<file path="src/ntts_pkg.sv">
// Shared types and constants of the nearest threshold tracking search unit.
package ntts_pkg;

  // Field widths of the stream items and of the registers.
  localparam int REF_W     = 24;
  localparam int TRK_W     = 16;
  localparam int THR_W     = 24;
  localparam int POS_W     = 28;
  localparam int IDX_OUT_W = 12;
  localparam int OFFSET_W  = 16;
  localparam int STEP_W    = 12;
  localparam int QCNT_W    = 16;
  localparam int DIST_W    = THR_W + 1;
  localparam int CFG_IDX_W = 1;
  localparam int CFG_W     = 16;

  // Packed stream widths.
  localparam int S_TDATA_W = 64;
  localparam int S_TUSER_W = 2;
  localparam int M_TDATA_W = 144;
  localparam int M_TUSER_W = 1;

  localparam logic signed [REF_W-1:0] REF_MAX  = 24'sh7FFFFF;
  localparam logic signed [REF_W-1:0] REF_MIN  = 24'sh800000;
  localparam logic signed [TRK_W-1:0] TRK_MAX  = 16'sh7FFF;
  localparam logic [POS_W-1:0]        POS_MAX  = 28'hFFFFFFF;
  localparam logic [QCNT_W-1:0]       QCNT_MAX = 16'hFFFF;

  // Configuration register indexes.
  localparam logic [CFG_IDX_W-1:0] CFG_POSITION_OFFSET = 1'b0;
  localparam logic [CFG_IDX_W-1:0] CFG_POSITION_STEP   = 1'b1;

  typedef enum logic {
    OP_LOAD  = 1'b0,
    OP_QUERY = 1'b1
  } op_e;

  typedef enum logic [2:0] {
    ST_IDLE,
    ST_SCAN,
    ST_REF_ADDR,
    ST_REF_DATA,
    ST_FINISH
  } seq_state_e;

  typedef struct packed {
    logic clear;
    logic sample_valid;
  } dist_ctrl_t;

  typedef struct packed {
    logic found;
    logic busy;
  } dist_stat_t;

endpackage

</file>
<file path="src/ntts_dist_unit.sv">
// Shared distance and compare unit that keeps the earliest closest sample.
module ntts_dist_unit #(
  parameter int IDX_W = 12
) (
  input  logic                              clk_i,
  input  logic                              rst_ni,
  input  ntts_pkg::dist_ctrl_t              ctrl_i,
  input  logic signed [ntts_pkg::THR_W-1:0] threshold_i,
  input  logic signed [ntts_pkg::TRK_W-1:0] sample_i,
  input  logic [IDX_W-1:0]                  idx_i,
  output ntts_pkg::dist_stat_t              stat_o,
  output logic [IDX_W-1:0]                  target_o
);
  import ntts_pkg::*;

  logic signed [DIST_W-1:0] diff;
  logic [DIST_W-1:0]        abs_gap;
  logic                     v1_q;
  logic [DIST_W-1:0]        d_q;
  logic [IDX_W-1:0]         idx1_q;
  logic [DIST_W-1:0]        best_q;
  logic [IDX_W-1:0]         target_q;
  logic                     found_q;
  logic                     take;

  // The tracking sample is scaled to Q.8 before the difference is taken.
  assign diff = {threshold_i[THR_W-1], threshold_i}
              - {sample_i[TRK_W-1], sample_i, 8'h00};
  assign abs_gap = diff[DIST_W-1] ? DIST_W'(-diff) : DIST_W'(diff);

  // A strict compare keeps the earliest sample on a tie.
  assign take = v1_q && (!found_q || (d_q < best_q));

  always_ff @(posedge clk_i or negedge rst_ni) begin
    if (!rst_ni) begin
      v1_q     <= 1'b0;
      found_q  <= 1'b0;
      target_q <= '0;
    end else if (ctrl_i.clear) begin
      v1_q     <= 1'b0;
      found_q  <= 1'b0;
      target_q <= '0;
    end else begin
      v1_q <= ctrl_i.sample_valid;
      if (take) begin
        found_q  <= 1'b1;
        target_q <= idx1_q;
      end
    end
  end

  always_ff @(posedge clk_i) begin
    if (ctrl_i.sample_valid) begin
      d_q    <= abs_gap;
      idx1_q <= idx_i;
    end
    if (take) begin
      best_q <= d_q;
    end
  end

  assign stat_o.found = found_q;
  assign stat_o.busy  = v1_q;
  assign target_o     = target_q;

endmodule

</file>
<file path="config.mk">
export PLATFORM = sky130hd
export DESIGN_NAME = ntts_dist_unit
export DESIGN_NICKNAME = d
export VERILOG_FILES = /design/src/ntts_pkg.sv /design/src/ntts_dist_unit.sv
export SDC_FILE = /design/constraint.sdc
export NUM_CORES = 1
export LEC_CHECK = 0
export ABC_AREA = 0
export BUFFER_PORTS_ARGS = -buffer_cell sky130_fd_sc_hd__buf_2
export CAP_MARGIN = 10
export CORE_UTILIZATION = 58
export CTS_CLUSTER_DIAMETER = 50
export DETAILED_ROUTE_END_ITERATION = 6
export GPL_TIMING_DRIVEN = 0
export MAX_ROUTING_LAYER = met4
export PLACE_DENSITY = 0.81
export SLEW_MARGIN = 5
export SYNTH_ARGS = -nofsm -noshare
export SYNTH_HDL_FRONTEND = slang
export SYNTH_SLANG_ARGS = --single-unit
export TNS_END_PERCENT = 10
</file>
<file path="constraint.sdc">
create_clock -name clk_i -period 4.1 [get_ports clk_i]
set_clock_uncertainty 0.2 [all_clocks]
set_input_delay 0.82 -clock clk_i [delete_from_list [all_inputs] [get_ports clk_i]]
set_output_delay 0.82 -clock clk_i [all_outputs]
set_load 0.02 [all_outputs]
</file>
==> results summary <==
The worst register-to-register path begins at d_q[12]. The prevailing post-synth register cell is edfxtp_1. Synthesis produced a netlist whose cell count is 414. The analysis attributes to cell leakage a power of 2.315 nW. The total of fill cells in the finished design came out at 586. The sum of routed wire length over all layers came out at ~8600 um. The worst setup path is captured at a flip-flop. The multi-input combinational cell area is approximately 2200 um^2. In the global route stage, overall resource usage came out at 0.2268. The most frequent cell after synthesis is edfxtp_1.

The final layout net count came out at 592. Ranked by total cell area, the synthesized netlist is headed by edfxtp_1, ha_1, dfrtp_1. The finished cells cover 5315 um^2.

The time the worst path needs with I/O delays and setup came out at between 3000 and 4000 ps. The number of cells on the worst reg-to-reg path is 10. The portion of the clock cycle consumed by the worst path in the final layout came out at 0.8545. The leftover overflow at the end of global routing is 0. The synthesized net count came out at 512. The detailed-router iteration count before antenna repair is 4.

The tree is rooted in a clkbuf_8. The TritonCTS clock tree is done. The worst setup path is of the flip-flop to flip-flop kind. The count of flip-flops with a built-in enable after synthesis came out at 62. The residual antenna-violating net count after detailed routing came out at 0. The first routing iteration left between 90 and 100 violations.

The final standard cell utilization of the core is 0.6878. The share of power burned in combinational logic came out at 0.257. For this design the top-level I/O count stands at 70. The reg-to-reg setup timing slack is slightly below 600 ps. The via count of the first global-routing pass came out at approximately 3200. The number of distinct library cells after synthesis came out at 59. The CTS buffer count came out at 9. The last element of the critical path is best_q[15]. Based on the critical path, the design can be clocked at up to ~0.29 GHz.

The placeable core region came out at 7727 um^2. Once placement finished, the instance area stood at between 5000 and 6000 um^2. Counting flops with an async set or reset pin after synthesis yields a share of 0.1842.

The count of maximum capacitance violations is 0. The synthesized area per cell is between 10 and 15 um^2. The clock network latency to the later pin of the worst-skew pair is 330 ps. The worst max-slew margin expressed relative to the limit came out at 0.4388. edfxtp_1 takes more of the synthesized area than any other cell. The actual transition at the worst max-transition pin is 841.7 ps. The vertical extent of the die came out at 91.43 um.

In this run the worst hold path is classified as input port to async pin. The number of clock sinks came out at 76. The detail-routed net length per standard cell is 14.39 um. The final number of setup-violating endpoints came out at 0. The overall die area came out at 8359 um^2.

The total negative slack for setup checks is 0 ps. The total net switching power came out at 609.0 uW. The data required time at the worst endpoint came out at ~3900 ps. The final hold violation count was 0. The max-slew violation total from the final report was 0. The sequential cell area is 2212 um^2. Data arrives at the worst endpoint at 3260 ps.

The critical path starts at d_q[12]. The placer congestion estimate is 0.8402. Setup repair after global routing left no endpoint under its margin. The count of input and output buffers came out at 69.

Of the total power, the share spent switching nets is 0.2825. The via count of the routed design is 3322. The placed wire-length estimate after detailed placement came out at 6734 um. The cell area after technology mapping came out at 4638 um^2. The post-synthesis to final-layout area growth came out at 14.59%. The first global-routing pass estimated 14450 um of wire. Of the post-synthesis cell area, the dominant cell type holds 0.4014. The flop and latch count out of synthesis is 76. Of the total power, the clock network draws 0.269. Of the total power, registers draw 0.474.

The power density over cell area is just over 400 nW/um^2. The worst setup path is launched from a flip-flop. The largest fanout on the critical path came out at 34.

The clock transition time at the flip-flop clock pins of the worst setup and hold paths came out at 70 ps. The maximum number of pins on one net before global-route repair came out at 39. The maximum resistive drop on vdd came out at ~170 uV. For this configuration, the core starts out at a cell density of 0.6002. The maximum count of clock buffers along a single path came out at 2. The share of layout cells above drive strength 1 came out at 0.2189. The post-cts sizing count is 0.

The number of antenna violations at the first check in global routing was 0. Once the clock tree was built, the setup fixing pass inserted 0 buffers. For this run, the number of Yosys warnings is 0. The endpoint of the worst register-to-register path is best_q[15]. The number of rows in the core area is 32. By count the netlist is led by edfxtp_1, inv_1, ha_1. Final hold analysis gives a worst-case slack of 177.9 ps. The flow ran to the end, and the final reports show no timing, DRC or antenna violations. The internal portion of total power came out at 1.547 mW. The DRC violation count after routing came out at 0. Buffers inserted to repair hold after CTS numbered 0.

The H-tree depth is 3. The number of inserted diodes came out at 0. Measured along the x axis, the die boundary spans 91.43 um. The average via count per standard cell came out at 5.537. The share of synthesized area occupied by flip-flops and latches came out at 0.4769.
-- layout make-up --
| cell class | count | share of cell area |
|---|---|---|
| multi-input cells | 276 | 0.4089 |
| clock buffers | 9 | 0.02331 |
| well taps | 102 | 0.02401 |
| clock inverters | 6 | 0.01507 |
| repair buffers | 69 | 0.06497 |
| plain buffers | 10 | 0.01083 |
| inverters | 52 | 0.03672 |
| flip-flops and latches | 76 | 0.4162 |
-- cell usage in the layout, fill, tap and decap left out, drive strengths merged, types with 2 or more instances in the layout --
cell type  instances
nor4               4
a31o               2
o31a               3
o2111ai            4
nand2b            26
inv               52
a211oi             6
o221ai             2
nor3               9
a31oi              4
and3               2
nand2             15
xor2               9
nor3b              2
o21a               8
clkbuf            12
edfxtp            62
o311ai             2
o22ai              2
nand4              5
xnor2             19
a211o              2
a21o               5
a21oi             18
mux2i             12
buf               76
o21ai             18
or2                2
dfrtp             14
ha                41
bufinv             2
o31ai              6
nand3              5
clkinv             3
and2               2
a311oi             2
nor2b              8
nor2              21
-- worst min path at each step --
stage	from	endpoint	slack [ps]	depth (start not counted)
final	rst_ni	target_o[5]	180	1
after global routing	rst_ni	target_o[11]	180	1
after CTS	rst_ni	target_o[5]	170	1
after detailed placement	d_q[4]	best_q[4]	240	0
after global placement	d_q[0]	best_q[0]	230	0
after floorplan	d_q[0]	best_q[0]	220	0
-- logic make-up after synthesis --
kind of cell | synth area share
AOI/OAI and AO/OA | 0.1519
xor gates and xnor gates | 0.05287
adders and majority gates | 0.1149
buffers and inverters | 0.05449
DFF | 0.4769
muxes | 0.02590
and+or+nand+nor | 0.1230
-- critical path, stage by stage (launching register included) --
cell and delay, ps:
edfxtp_1 410, ha_1 360, a21oi_1 200, o22ai_1 100
nor2_1 130, o21ai_0 100, a211o_1 300, o221ai_1 150
a32o_1 180, clkbuf_1 260, buf_2 730
-- flip-flops by register name, indices dropped and copies added (netlist names) --
name,cells
best_q,25
d_q,25
idx1_q,12
target_o,12
found_q,1
v1_q,1
-- power by group through the flow --
stage / logic [mW] / clock network [mW] / registers [mW]
6_report: 0.553 / 0.581 / 1.02
5_1_grt: 0.619 / 0.623 / 1.04
3_3_place_gp: 0.518 / 0 / 1.03
3_5_place_dp: 0.550 / 0 / 1.04
4_1_cts: 0.555 / 0.591 / 1.02
2_1_floorplan: 0.390 / 0 / 1.03
-- per-stage QoR --
step	total power [mW]	cells	setup slack [ps]
after detailed placement	1.591	585	255.5
after CTS	2.170	600	564.8
final	2.156	600	596.4
after global routing	2.278	600	312.0
after floorplan	1.425	414	634.9
after global placement	1.550	585	288.9
-- per-layer routing --
layer	up-vias	GRT usage	share of wire	wire, um
li1	1651	-	-	-
met1	1566	0.2595	0.42	3648
met3	8	0.03936	0.040	343
met4	0	0.08995	0.011	96
met2	97	0.3947	0.53	4548
met5	-	-	0	0
No activity file was read; power rests on OpenSTA's default activity.
